[src/rtl/dmhq_pkg.sv]
// dmhq_pkg: shared types, constants and index helpers for the ternary max-heap queue
// no dependencies; imported by every module of the block except dmhq_ram
`default_nettype none

package dmhq_pkg;

	// heap geometry
	localparam int CAPACITY = 64;
	localparam int ARITY    = 3;
	localparam int KEY_W    = 32;
	localparam int IDX_W    = $clog2(CAPACITY);
	localparam int CNT_W    = $clog2(CAPACITY + 1);
	localparam int CHILD_W  = $clog2(ARITY * CAPACITY + 1);
	localparam int J_W      = $clog2(ARITY);
	localparam int OP_W     = 2;
	localparam int STAT_W   = 3;

	// reciprocal of the arity, rounded up, exact for every slot index
	localparam int DIV_SH  = IDX_W + 4;
	localparam int DIV_MUL = ((1 << DIV_SH) + ARITY - 1) / ARITY;
	localparam int PROD_W  = IDX_W + DIV_SH;

	// stream packing, rounded up to whole bytes
	localparam int S_DATA_W = ((KEY_W + IDX_W + 7) / 8) * 8;
	localparam int S_USER_W = OP_W;
	localparam int M_DATA_W = ((STAT_W + 2 * KEY_W + CNT_W + 7) / 8) * 8;

	typedef logic signed [KEY_W-1:0] key_t;
	typedef logic [IDX_W-1:0]        idx_t;
	typedef logic [CNT_W-1:0]        cnt_t;
	typedef logic [CHILD_W-1:0]      child_t;

	typedef enum logic [OP_W-1:0] {
		OP_INSERT   = 2'd0,
		OP_EXTRACT  = 2'd1,
		OP_INCREASE = 2'd2,
		OP_NOP      = 2'd3
	} op_t;

	typedef enum logic [STAT_W-1:0] {
		ST_OK        = 3'd0,
		ST_UNDERFLOW = 3'd1,
		ST_OVERFLOW  = 3'd2,
		ST_SMALLER   = 3'd3,
		ST_BADINDEX  = 3'd4
	} status_t;

	typedef struct packed {
		op_t  op;
		key_t key;
		idx_t slot;
	} cmd_t;

	typedef struct packed {
		status_t status;
		key_t    extracted;
		key_t    top;
		cnt_t    count;
	} result_t;

	// parent position of a non-root slot, (p - 1) / ARITY by reciprocal multiply
	function automatic idx_t parent_of(input idx_t p);
		idx_t              pm1;
		logic [PROD_W-1:0] prod;
		pm1  = p - 1'b1;
		prod = PROD_W'(pm1) * PROD_W'(DIV_MUL);
		return prod[DIV_SH +: IDX_W];
	endfunction

	// position of the first child of a slot
	function automatic child_t first_child(input idx_t p);
		return CHILD_W'(ARITY * int'(p) + 1);
	endfunction

endpackage

`default_nettype wire

[src/rtl/dmhq_ram.sv]
// dmhq_ram: generic simple dual-port ram, one write and one registered read port
// no dependencies
`default_nettype none

module dmhq_ram #(
	parameter int WIDTH = 32,
	parameter int DEPTH = 64
) (
	input  wire logic                     clk,
	input  wire logic                     we,
	input  wire logic [$clog2(DEPTH)-1:0] waddr,
	input  wire logic [WIDTH-1:0]         wdata,
	input  wire logic [$clog2(DEPTH)-1:0] raddr,
	output logic      [WIDTH-1:0]         rdata
);

	logic [WIDTH-1:0] mem [DEPTH];

	// write port and registered read
	always_ff @(posedge clk) begin
		if (we) begin
			mem[waddr] <= wdata;
		end
		rdata <= mem[raddr];
	end

endmodule

`default_nettype wire

[src/rtl/dmhq_engine.sv]
// dmhq_engine: command sequencer that sifts keys through the heap ram
// depends on dmhq_pkg and dmhq_ram
`default_nettype none

module dmhq_engine (
	input  wire logic             clk,
	input  wire logic             arst_n,
	input  wire logic             cmd_valid,
	output logic                  cmd_ready,
	input  wire dmhq_pkg::cmd_t   cmd,
	output logic                  res_valid,
	input  wire logic             res_ready,
	output dmhq_pkg::result_t     res
);
	import dmhq_pkg::*;

	typedef enum logic [7:0] {
		S_IDLE   = 8'b0000_0001,
		S_EX_LD  = 8'b0000_0010,
		S_IN_CMP = 8'b0000_0100,
		S_UP_CMP = 8'b0000_1000,
		S_PUT    = 8'b0001_0000,
		S_DN_ISS = 8'b0010_0000,
		S_DN_CMP = 8'b0100_0000,
		S_DONE   = 8'b1000_0000
	} state_t;

	state_t          state_q, state_d;
	cnt_t            cnt_q, cnt_d;
	key_t            root_q, root_d;
	key_t            key_q, key_d;
	idx_t            pos_q, pos_d;
	idx_t            best_idx_q, best_idx_d;
	key_t            best_val_q, best_val_d;
	child_t          child_q, child_d;
	logic [J_W-1:0]  j_q, j_d;
	status_t         status_q, status_d;
	key_t            taken_q, taken_d;

	logic            we;
	idx_t            waddr, raddr;
	logic [KEY_W-1:0] wdata, rdata;
	key_t            rd;
	idx_t            par;
	child_t          fc, nc;
	logic            upd;
	idx_t            bi;
	key_t            bv;

	dmhq_ram #(
		.WIDTH (KEY_W),
		.DEPTH (CAPACITY)
	) u_ram (
		.clk   (clk),
		.we    (we),
		.waddr (waddr),
		.wdata (wdata),
		.raddr (raddr),
		.rdata (rdata)
	);

	assign rd        = $signed(rdata);
	assign par       = parent_of(pos_q);
	assign fc        = first_child(pos_q);
	assign nc        = child_q + 1'b1;
	assign upd       = best_val_q < rd;
	assign bi        = upd ? child_q[IDX_W-1:0] : best_idx_q;
	assign bv        = upd ? rd : best_val_q;
	assign cmd_ready = (state_q == S_IDLE);
	assign res_valid = (state_q == S_DONE);

	assign res.status    = status_q;
	assign res.extracted = taken_q;
	assign res.top       = (cnt_q != '0) ? root_q : '0;
	assign res.count     = cnt_q;

	// sequencer: one ram read and one ram write per cycle at most
	always_comb begin
		state_d    = state_q;
		cnt_d      = cnt_q;
		key_d      = key_q;
		pos_d      = pos_q;
		best_idx_d = best_idx_q;
		best_val_d = best_val_q;
		child_d    = child_q;
		j_d        = j_q;
		status_d   = status_q;
		taken_d    = taken_q;
		we         = 1'b0;
		waddr      = pos_q;
		wdata      = key_q;
		raddr      = '0;
		unique case (state_q)
			S_IDLE: begin
				if (cmd_valid) begin
					status_d = ST_OK;
					taken_d  = '0;
					state_d  = S_DONE;
					unique case (cmd.op)
						OP_INSERT: begin
							if (cnt_q == CNT_W'(CAPACITY)) begin
								status_d = ST_OVERFLOW;
							end else begin
								key_d = cmd.key;
								pos_d = cnt_q[IDX_W-1:0];
								cnt_d = cnt_q + 1'b1;
								raddr = parent_of(cnt_q[IDX_W-1:0]);
								state_d = (cnt_q == '0) ? S_PUT : S_UP_CMP;
							end
						end
						OP_EXTRACT: begin
							if (cnt_q == '0) begin
								status_d = ST_UNDERFLOW;
							end else begin
								taken_d = root_q;
								cnt_d   = cnt_q - 1'b1;
								pos_d   = '0;
								raddr   = cnt_d[IDX_W-1:0];
								if (cnt_q != CNT_W'(1)) begin
									state_d = S_EX_LD;
								end
							end
						end
						OP_INCREASE: begin
							if (CNT_W'(cmd.slot) >= cnt_q) begin
								status_d = ST_BADINDEX;
							end else begin
								key_d   = cmd.key;
								pos_d   = cmd.slot;
								raddr   = cmd.slot;
								state_d = S_IN_CMP;
							end
						end
						OP_NOP: begin
							status_d = ST_OK;
						end
						default: begin
							status_d = ST_OK;
						end
					endcase
				end
			end
			// current key at the slot is in rd
			S_IN_CMP: begin
				if (key_q < rd) begin
					status_d = ST_SMALLER;
					state_d  = S_DONE;
				end else if (pos_q == '0) begin
					state_d = S_PUT;
				end else begin
					raddr   = par;
					state_d = S_UP_CMP;
				end
			end
			// parent key is in rd: pull it down or settle the key
			S_UP_CMP: begin
				we = 1'b1;
				if (rd < key_q) begin
					wdata = rd;
					pos_d = par;
					raddr = parent_of(par);
					state_d = (par == '0) ? S_PUT : S_UP_CMP;
				end else begin
					state_d = S_DONE;
				end
			end
			S_PUT: begin
				we      = 1'b1;
				state_d = S_DONE;
			end
			// last key is in rd, it goes down from the root
			S_EX_LD: begin
				key_d   = rd;
				state_d = S_DN_ISS;
			end
			S_DN_ISS: begin
				if (fc >= CHILD_W'(cnt_q)) begin
					we      = 1'b1;
					state_d = S_DONE;
				end else begin
					raddr      = fc[IDX_W-1:0];
					child_d    = fc;
					best_idx_d = pos_q;
					best_val_d = key_q;
					j_d        = '0;
					state_d    = S_DN_CMP;
				end
			end
			// one child in rd per cycle, first strictly largest wins
			S_DN_CMP: begin
				best_idx_d = bi;
				best_val_d = bv;
				if (j_q != J_W'(ARITY - 1) && nc < CHILD_W'(cnt_q)) begin
					raddr   = nc[IDX_W-1:0];
					child_d = nc;
					j_d     = j_q + 1'b1;
				end else if (bi == pos_q) begin
					we      = 1'b1;
					state_d = S_DONE;
				end else begin
					we      = 1'b1;
					wdata   = bv;
					pos_d   = bi;
					state_d = S_DN_ISS;
				end
			end
			S_DONE: begin
				if (res_ready) begin
					state_d = S_IDLE;
				end
			end
			default: begin
				state_d = S_IDLE;
			end
		endcase
	end

	// root shadow follows every write to slot zero
	assign root_d = (we && waddr == '0) ? $signed(wdata) : root_q;

	// control state
	always_ff @(posedge clk or negedge arst_n) begin
		if (!arst_n) begin
			state_q <= S_IDLE;
			cnt_q   <= '0;
		end else begin
			state_q <= state_d;
			cnt_q   <= cnt_d;
		end
	end

	// working registers
	always_ff @(posedge clk) begin
		root_q     <= root_d;
		key_q      <= key_d;
		pos_q      <= pos_d;
		best_idx_q <= best_idx_d;
		best_val_q <= best_val_d;
		child_q    <= child_d;
		j_q        <= j_d;
		status_q   <= status_d;
		taken_q    <= taken_d;
	end

endmodule

`default_nettype wire

[src/rtl/dary_max_heap_queue_top.sv]
// dary_max_heap_queue_top: stream wrapper around the heap engine with a result register
// depends on dmhq_pkg and dmhq_engine
//
// Ternary max-heap priority queue of up to 64 signed 32-bit keys.
// Slave channel: one command per beat, s_tuser carries the opcode (insert,
// extract maximum, increase key), s_tdata the key and the slot index.
// Master channel: one result beat per command with status, extracted key,
// root key and count.
// A command is taken only when the engine is idle; commands that fail or end
// at once go straight to the result. Otherwise insert/increase read one parent
// per heap level (plus the slot itself on increase), and extract has an issue
// step and one read per child of the single-read-port key ram at each level.
// Results sit in an output register: the engine may take and work one
// further command while a result waits, and then holds its result until
// the register frees up. A stalled receiver thus stalls the slave side
// after one command.
// Reset empties the heap (count zero) and clears both valids; the key ram
// itself is not cleared, only keys in slots below the count are ever used.
`default_nettype none

module dary_max_heap_queue_top (
	input  wire logic                          clk,
	input  wire logic                          arst_n,
	input  wire logic                          s_tvalid,
	output logic                               s_tready,
	// [31:0] new_key, [37:32] slot_index, [39:38] zero
	input  wire logic [dmhq_pkg::S_DATA_W-1:0] s_tdata,
	// [1:0] opcode
	input  wire logic [dmhq_pkg::S_USER_W-1:0] s_tuser,
	output logic                               m_tvalid,
	input  wire logic                          m_tready,
	// [2:0] status, [34:3] extracted_key, [66:35] top_key,
	// [73:67] entry_count, [79:74] zero
	output logic      [dmhq_pkg::M_DATA_W-1:0] m_tdata
);
	import dmhq_pkg::*;

	cmd_t    cmd;
	result_t res;
	logic    res_valid, res_ready;
	result_t out_q;
	logic    out_valid_q;

	// unpack the command beat
	assign cmd.op   = op_t'(s_tuser[OP_W-1:0]);
	assign cmd.key  = $signed(s_tdata[KEY_W-1:0]);
	assign cmd.slot = s_tdata[KEY_W +: IDX_W];

	dmhq_engine u_engine (
		.clk       (clk),
		.arst_n    (arst_n),
		.cmd_valid (s_tvalid),
		.cmd_ready (s_tready),
		.cmd       (cmd),
		.res_valid (res_valid),
		.res_ready (res_ready),
		.res       (res)
	);

	assign res_ready = !out_valid_q || m_tready;

	// result register valid
	always_ff @(posedge clk or negedge arst_n) begin
		if (!arst_n) begin
			out_valid_q <= 1'b0;
		end else if (res_ready) begin
			out_valid_q <= res_valid;
		end
	end

	// result register payload
	always_ff @(posedge clk) begin
		if (res_ready && res_valid) begin
			out_q <= res;
		end
	end

	// pack the result beat
	assign m_tvalid = out_valid_q;
	assign m_tdata  = {(M_DATA_W - STAT_W - 2 * KEY_W - CNT_W)'(0),
		out_q.count, out_q.top, out_q.extracted, out_q.status};

endmodule

`default_nettype wire

[config.mk]
export PLATFORM = sky130hd
export DESIGN_NAME = dary_max_heap_queue_top
export DESIGN_NICKNAME = d
export VERILOG_FILES = /design/src/rtl/dmhq_pkg.sv /design/src/rtl/dmhq_ram.sv /design/src/rtl/dmhq_engine.sv /design/src/rtl/dary_max_heap_queue_top.sv
export SDC_FILE = /design/constraint.sdc
export NUM_CORES = 2
export LEC_CHECK = 0
export BUFFER_PORTS_ARGS = -buffer_cell sky130_fd_sc_hd__buf_2
export CORE_ASPECT_RATIO = 1.4
export CORE_MARGIN = 5
export CORE_UTILIZATION = 35
export DETAILED_ROUTE_END_ITERATION = 16
export GPL_TIMING_DRIVEN = 0
export REMOVE_ABC_BUFFERS = 1
export SETUP_SLACK_MARGIN = 0.3
export SYNTH_ARGS = -nofsm -noshare
export SYNTH_HDL_FRONTEND = slang
export SYNTH_SLANG_ARGS = --single-unit
export TNS_END_PERCENT = 100
[constraint.sdc]
create_clock -name clk -period 13.5 [get_ports clk]
set_input_delay 2.7 -clock clk [delete_from_list [all_inputs] [get_ports clk]]
set_output_delay 2.7 -clock clk [all_outputs]
set_load 0.05 [all_outputs]
After elaboration in Yosys (flattened, before gate mapping):

Memories as Yosys holds them, arrays and structs flattened. A register that Yosys moved wholly into a read port is not among the register bits.
Index checks and enable logic that the tools add are counted.

* input bits: 46
* logic and storage cells: 163
* memories: 1
* flip-flop bits (word level): 243
* output and inout port bits: 82
* bits in writable memories: 2048

* bitwise operators: 1
* $mul: 4
* order comparisons: 6
* equality and inequality tests: 30
* muxes and demuxes: 72
* add/sub/neg operators: 8
* reductions and logical operators: 25

Memory list
* u_engine.u_ram.mem: words 64, width 32, read ports 1, clocked after Yosys merged registers in 1, write ports 1, RTL line dmhq_ram.sv:17 `logic [WIDTH-1:0] mem [DEPTH];`

Operators by type and width (count)
* 2-to-1 mux 32 bit: 8
* case mux 32 bit (2 select lines): 4
* 2-to-1 mux 8 bit: 13
* less-than comparator 32 bit: 3
* 2-to-1 mux 6 bit: 15
* case mux 8 bit (8 select lines): 1
* case mux 6 bit (3 select lines): 3
* multiplier 6 x 8 -> 14 bit, second input constant: 3
* 2-to-1 mux 5 bit: 6
* case mux 6 bit (5 select lines): 1
* case mux 8 bit (3 select lines): 1
* case mux 8 bit (2 select lines): 1
* 2-to-1 mux 7 bit: 2
* != test 2 bit, second input constant: 7
* case mux 7 bit (2 select lines): 1
* zero test 6 bit: 2
* case mux 3 bit (4 select lines): 1
* case mux 6 bit (2 select lines): 1
* subtractor 6 x 1 -> 6 bit, second input constant: 2
* AND reduction 5 bit: 2
* 2-to-1 mux 3 bit: 3
* != test 3 bit, second input constant: 3
* AND reduction 3 bit: 3
* AND reduction 9 bit: 1
* 42 further kinds: 59

Logic depth before layout (Yosys ltp):

* depth after elaboration: 7
* gate-level depth with buffers: 46

By module:

Synthesis repeated with hierarchy kept, for this count alone.

* cell total of the unflattened synthesis: 4745
* area, all modules: 94026.4 um^2

Modules (own cells, without submodules)
* dmhq_ram: area each 78522.8 um^2, cells an instance 3323, instances 1
* dmhq_engine: area each 13178.9 um^2, cells an instance 1337, instances 1
* dary_max_heap_queue_top: area each 2324.7 um^2, cells an instance 85, instances 1

Least setup slack after synthesis:

Ideal clock, no wire load.

* path kind: register -> register
* start: register u_engine.pos_q[2]
* end: register u_engine.u_ram.rdata[0], read port of u_engine.u_ram.mem
* stages on the path, launching flop included: 45
* slack: 4.064 ns
* setup time: 0.129 ns
* path buffers: 5
* arrival time: 9.307 ns
* clock period less this slack: 9.436 ns
* required time: 13.371 ns
* cells stage by stage: edfxtp_1 -> clkbuf_1 -> inv_1 -> ha_1 -> nand2_1 -> nand2_1 -> nand2_1 -> nand2_1 -> xnor2_1 -> ha_1 -> inv_1 -> fa_1 -> inv_1 -> fa_1 -> ha_1 -> nand3_1 -> a2111oi_1 -> o31ai_1 -> [... 9 more ...] -> inv_1 -> fa_1 -> ha_1 -> a21o_1 -> a21o_1 -> a2111oi_2 -> a21oi_1 -> and3_1 -> o31a_1 -> or4_1 -> buf_2 -> buf_4 -> buf_4 -> mux2_1 -> o211ai_1 -> nand4_1 -> a22oi_1 -> nand3_1

* word-level cells in the longest chain between the ends: 6

Ends and longest elaborated chain
* start, declared: RTL line dmhq_engine.sv:32 `idx_t pos_q, pos_d;`
* start signal, assigned: RTL line dmhq_engine.sv:236 `pos_q <= pos_d;`
* subtractor 6 x 1 -> 6 bit: RTL line dmhq_pkg.sv:65 `pm1 = p - 1'b1;`
* multiplier 6 x 8 -> 14 bit: RTL line dmhq_pkg.sv:66 `prod = PROD_W'(pm1) * PROD_W'(DIV_MUL);`
* subtractor 5 x 1 -> 6 bit: RTL line dmhq_pkg.sv:65
* multiplier 6 x 8 -> 14 bit: RTL line dmhq_pkg.sv:66
* 2-to-1 mux 5 bit: RTL line dmhq_engine.sv:158 `if (rd < key_q) begin`
* case mux 6 bit (5 select lines) (*): RTL line dmhq_engine.sv:93 `unique case (state_q)`
* end, declared: RTL line dmhq_ram.sv:14 `output logic [WIDTH-1:0] rdata`

Every way passes the cells marked *; elsewhere a longest branch is shown, timed or not.
A chain may end at the register's enable or synchronous reset.

Final worst setup path:

* start: register u_engine.pos_q[1]
* end: register u_engine.u_ram.rdata[27], read port of u_engine.u_ram.mem

Same word-level chain as after synthesis.

==> insert_results.sql <==
INSERT INTO impl_metrics (metric_group, metric, value, unit) VALUES
('sta', 'slew_violations', '8', ''),
('synthesis', 'synth_async_sr_flop_share', '0.6888', '%'),
('clocking', 'tritoncts', 'built', ''),
('detailed_routing', 'vias', '62430', ''),
('worst_hold_path', 'hold_start', 'u_engine.taken_q[16]', ''),
('finish', 'layout_area_overhead', '16.62', '%'),
('synthesis', 'synth_sequential_area_ratio', '70.07', '%'),
('clocking', 'htree_num_levels', '4', ''),
('synthesis', 'ys_seq_elements', '2323', ''),
('detailed_routing', 'routed_wl', '288400', 'um'),
('placement', 'routabilityCongestion', '0.8607', ''),
('synthesis', 'synth.cells.most_frequent', 'sky130_fd_sc_hd__edfxtp_1, sky130_fd_sc_hd__nand2_1, sky130_fd_sc_hd__clkbuf_1, sky130_fd_sc_hd__inv_1, sky130_fd_sc_hd__o211ai_1', ''),
('floorplanning', 'io-pin-count', '128', ''),
('sta', 'rsz_0062_raised_after_global_routing', 'false', ''),
('flow_run', 'max_cap_viol_count', '1', ''),
('critical_path', 'crit_start', 'u_engine.pos_q[1]', ''),
('global_route', 'grt_usage', '18.82', '%'),
('finish', 'final_layout_size_suffix_gt1_share', '12.76', '%'),
('detailed_routing', 'drtIter0Drc', '6417', ''),
('sta', 'slew-limit-headroom', '-8.530', '%'),
('detailed_routing', 'routed_wire_length_per_instance', '26.39', 'um'),
('synthesis', 'post_synth.cell_area_avg', '14.24', 'um2'),
('clocking', 'ctsLongestPathBuffers', '4', ''),
('critical_path', 'worst-path-max-fanout', '75', ''),
('critical_path', 'worst_setup_start_kind', 'flop', ''),
('global_route', 'grt_max_degree', '86', ''),
('clocking', 'cts_sinks', '2323', ''),
('critical_path', 'worst_r2r_path_depth', '44', ''),
('global_route', 'via_count_of_the_first_global_routing_pass', '61740', ''),
('clocking', 'clock_tree.root_cell', 'sky130_fd_sc_hd__clkbuf_16', ''),
('floorplanning', 'fp.coreArea', '282100', 'um2'),
('critical_path', 'slowest_stage', 'sky130_fd_sc_hd__a22oi_1', ''),
('placement', 'place.port_buffers', '119', ''),
('global_route', 'antenna_violations_before_repair', '12', ''),
('floorplanning', 'fp.dieArea', '293700', 'um2'),
('floorplanning', 'initial_utilization', '35.09', '%'),
('synthesis', 'yosys_warnings', '0', ''),
('detailed_routing', 'routed_via_density', '5.712', ''),
('outcome', 'violations_in_the_final_reports', 'max-capacitance violations, max-slew violations', ''),
('sta', 'tightest_slew', '1.615', 'ns'),
('critical_path', 'r2r-start', 'u_engine.pos_q[1]', ''),
('synthesis', 'netlist_top_cells_area', 'sky130_fd_sc_hd__edfxtp_1, sky130_fd_sc_hd__nand2_1, sky130_fd_sc_hd__ha_1', ''),
('sta', 'timing.final.crit_period', '12.82', 'ns'),
('finish', 'fillCellCount', '25340', ''),
('synthesis', 'postSynth.topFlopCell', 'sky130_fd_sc_hd__edfxtp_1', ''),
('global_route', 'grt.overflow.total', '0', ''),
('critical_path', 'worst_setup_path_end_kind', 'flop', ''),
('outcome', 'outcome', 'complete, but fails checks', ''),
('critical_path', 'critical_path_class', 'flop to flop', ''),
('finish', 'layout.nets', '7292', ''),
('clocking', 'cts_buffers', '206', ''),
('critical_path', 'regToRegEndpoint', 'u_engine.u_ram.rdata[27]', ''),
('sta', 'clock_skew', '0.04752', 'ns'),
('sta', 'final_hold_viol_count', '0', ''),
('detailed_routing', 'drt.antenna.violating_nets', '0', ''),
('synthesis', 'syn_inst', '6952', ''),
('sta', 'setup_viol', '0', ''),
('synthesis', 'synth_cell_type_count', '77', ''),
('synthesis', 'synth_largest_area_cell', 'sky130_fd_sc_hd__edfxtp_1', ''),
('worst_hold_path', 'worstHoldEndpoint', 'm_tdata[19]', ''),
('critical_path', 'critical-path-top-cell-by-count', 'sky130_fd_sc_hd__inv_1', ''),
('clocking', 'clk-insertion-delay-late', '0.86', 'ns'),
('floorplanning', 'chipHeight', '639.2', 'um'),
('detailed_routing', 'route.detailed.drc', '0', ''),
('critical_path', 'cp.required', '14.16', 'ns'),
('sta', 'fmax', '78.02', 'MHz'),
('critical_path', 'r2r_slack', '0.68', 'ns'),
('synthesis', 'cell_with_the_most_instances_after_synthesis', 'sky130_fd_sc_hd__edfxtp_1', ''),
('clocking', 'clkTransAtPathRegs', '0.07', 'ns'),
('synthesis', 'syn_area', '98980', 'um2'),
('sta', 'fin_hold_ws', '0.4189', 'ns');
==> area by class of cell <==
cell class                 instances  area (um2)  share of cell area, %
antenna                            5       12.51                0.01084
clock buffer                     241        5393                  4.672
clock inverter                   120        1146                 0.9929
inverter                         312        1175                  1.018
multi-input combinational       3808       27870                  24.15
sequential                      2323       69360                  60.09
tap                             3728        4664                  4.041
timing repair buffer             391        5808                  5.032
==> cells by family (layout without fill, tap and decap cells) <==
group	count (synthesis)	count (layout)	synth area share [%]
AO/OA/AOI/OAI	1756	1757	13.11
XOR/XNOR	43	43	0.3805
adder cells (fa/ha/maj)	204	204	2.746
buffers and inverters	829	1064	3.297
flip-flops	2323	2323	70.07
multiplexers	363	363	3.843
other	1	11	0.003789
AND/OR/NAND/NOR	1433	1435	6.552
==> worst max path at each step <==
stage,depth (start not counted),endpoint
2_1_floorplan,33,u_engine.u_ram.rdata[0]
3_3_place_gp,20,u_engine.u_ram.rdata[4]
3_5_place_dp,43,u_engine.u_ram.rdata[20]
4_1_cts,45,u_engine.u_ram.rdata[5]
5_1_grt,44,u_engine.u_ram.rdata[27]
6_report,44,u_engine.u_ram.rdata[27]
==> sequential cells by signal, summed over array words and instances (netlist names), 6 cells and up <==
signal,flops
u_engine.best_val_q,32
m_tdata,74
u_engine.state_q,8
u_engine.root_q,32
u_engine.cnt_q,7
u_engine.u_ram.rdata,32
u_engine.u_ram.mem,2048
u_engine.taken_q,32
u_engine.child_q,8
u_engine.best_idx_q,6
u_engine.key_q,32
u_engine.pos_q,6
==> per-layer routing <==
metal | share of wire [%] | GRT usage, % | vias to the layer above
met5 | 0.0045 | 0 | -
met4 | 6.6 | 11.19 | 2
met3 | 6.7 | 2.197 | 585
met2 | 49 | 31.76 | 2599
met1 | 38 | 23.29 | 31870
li1 | - | - | 27370
==> metrics by stage <==
| stage | instances | setup slack [ns] | area, um2 | TNS, ns | util [%] |
|---|---|---|---|---|---|
| final | 10930 | 0.6830 | 115400 | 0 | 40.92 |
| after global routing | 10930 | 0.2831 | 115400 | 0 | 40.92 |
| after CTS | 10910 | 0.3032 | 115200 | 0 | 40.83 |
| after detailed placement | 10540 | -1.342 | 108500 | -30.34 | 38.46 |
| after global placement | 10290 | -70.19 | 102200 | -8593.16 | 36.22 |
| after floorplan | 6440 | -15.41 | 96910 | -493.00 | - |
==> what timing repair did <==
action / in CTS / in global routing
endpoints found under the setup margin: 32 / 32
gates resized for setup: 13 / 24
cloned: 2 / 3
buffers inserted: 7 / 9
hold buffers: 0 / 0
pin swaps: 1 / 4
==> cells in the final DEF, fill, tap and decap left out, types with 47 or more instances in the layout <==
| master | Yosys | layout |
|---|---|---|
| sky130_fd_sc_hd__a311oi_1 | 67 | 67 |
| sky130_fd_sc_hd__a211oi_1 | 134 | 133 |
| sky130_fd_sc_hd__nand2_1 | 790 | 783 |
| sky130_fd_sc_hd__buf_12 | 0 | 129 |
| sky130_fd_sc_hd__and3_1 | 104 | 104 |
| sky130_fd_sc_hd__nor2_4 | 0 | 64 |
| sky130_fd_sc_hd__nand4_1 | 89 | 89 |
| sky130_fd_sc_hd__a21boi_0 | 132 | 132 |
| sky130_fd_sc_hd__o22ai_1 | 131 | 131 |
| sky130_fd_sc_hd__nand3_1 | 134 | 126 |
| sky130_fd_sc_hd__a22oi_1 | 99 | 77 |
| sky130_fd_sc_hd__nor2_1 | 148 | 85 |
| sky130_fd_sc_hd__mux2_2 | 47 | 47 |
| sky130_fd_sc_hd__clkbuf_16 | 0 | 213 |
| sky130_fd_sc_hd__edfxtp_1 | 2275 | 2275 |
| sky130_fd_sc_hd__mux2_1 | 89 | 89 |
| sky130_fd_sc_hd__o211ai_1 | 264 | 264 |
| sky130_fd_sc_hd__o41ai_1 | 128 | 128 |
| sky130_fd_sc_hd__ha_1 | 182 | 181 |
| sky130_fd_sc_hd__buf_16 | 0 | 61 |
| sky130_fd_sc_hd__mux2i_1 | 227 | 227 |
| sky130_fd_sc_hd__o21ai_0 | 133 | 132 |
| sky130_fd_sc_hd__a311o_1 | 64 | 64 |
| sky130_fd_sc_hd__buf_2 | 76 | 119 |
| sky130_fd_sc_hd__a21oi_1 | 223 | 221 |
| sky130_fd_sc_hd__inv_1 | 311 | 308 |
| sky130_fd_sc_hd__a211o_1 | 71 | 71 |
| sky130_fd_sc_hd__a221oi_1 | 130 | 130 |
==> critical path: cells and delay by family (launching register included) <==
family / cells / cell delay (ns)
compound gates: 11 / 3.52
xor+xnor: 2 / 0.54
fa+ha+maj: 9 / 3.13
buf+inv: 10 / 1.68
flops: 1 / 0.47
mux: 1 / 0.36
simple gates: 11 / 2.70
Power is left out: the tool's default activity adds up to more than one toggle a clock period on the data nets, which glitch-free logic cannot reach.
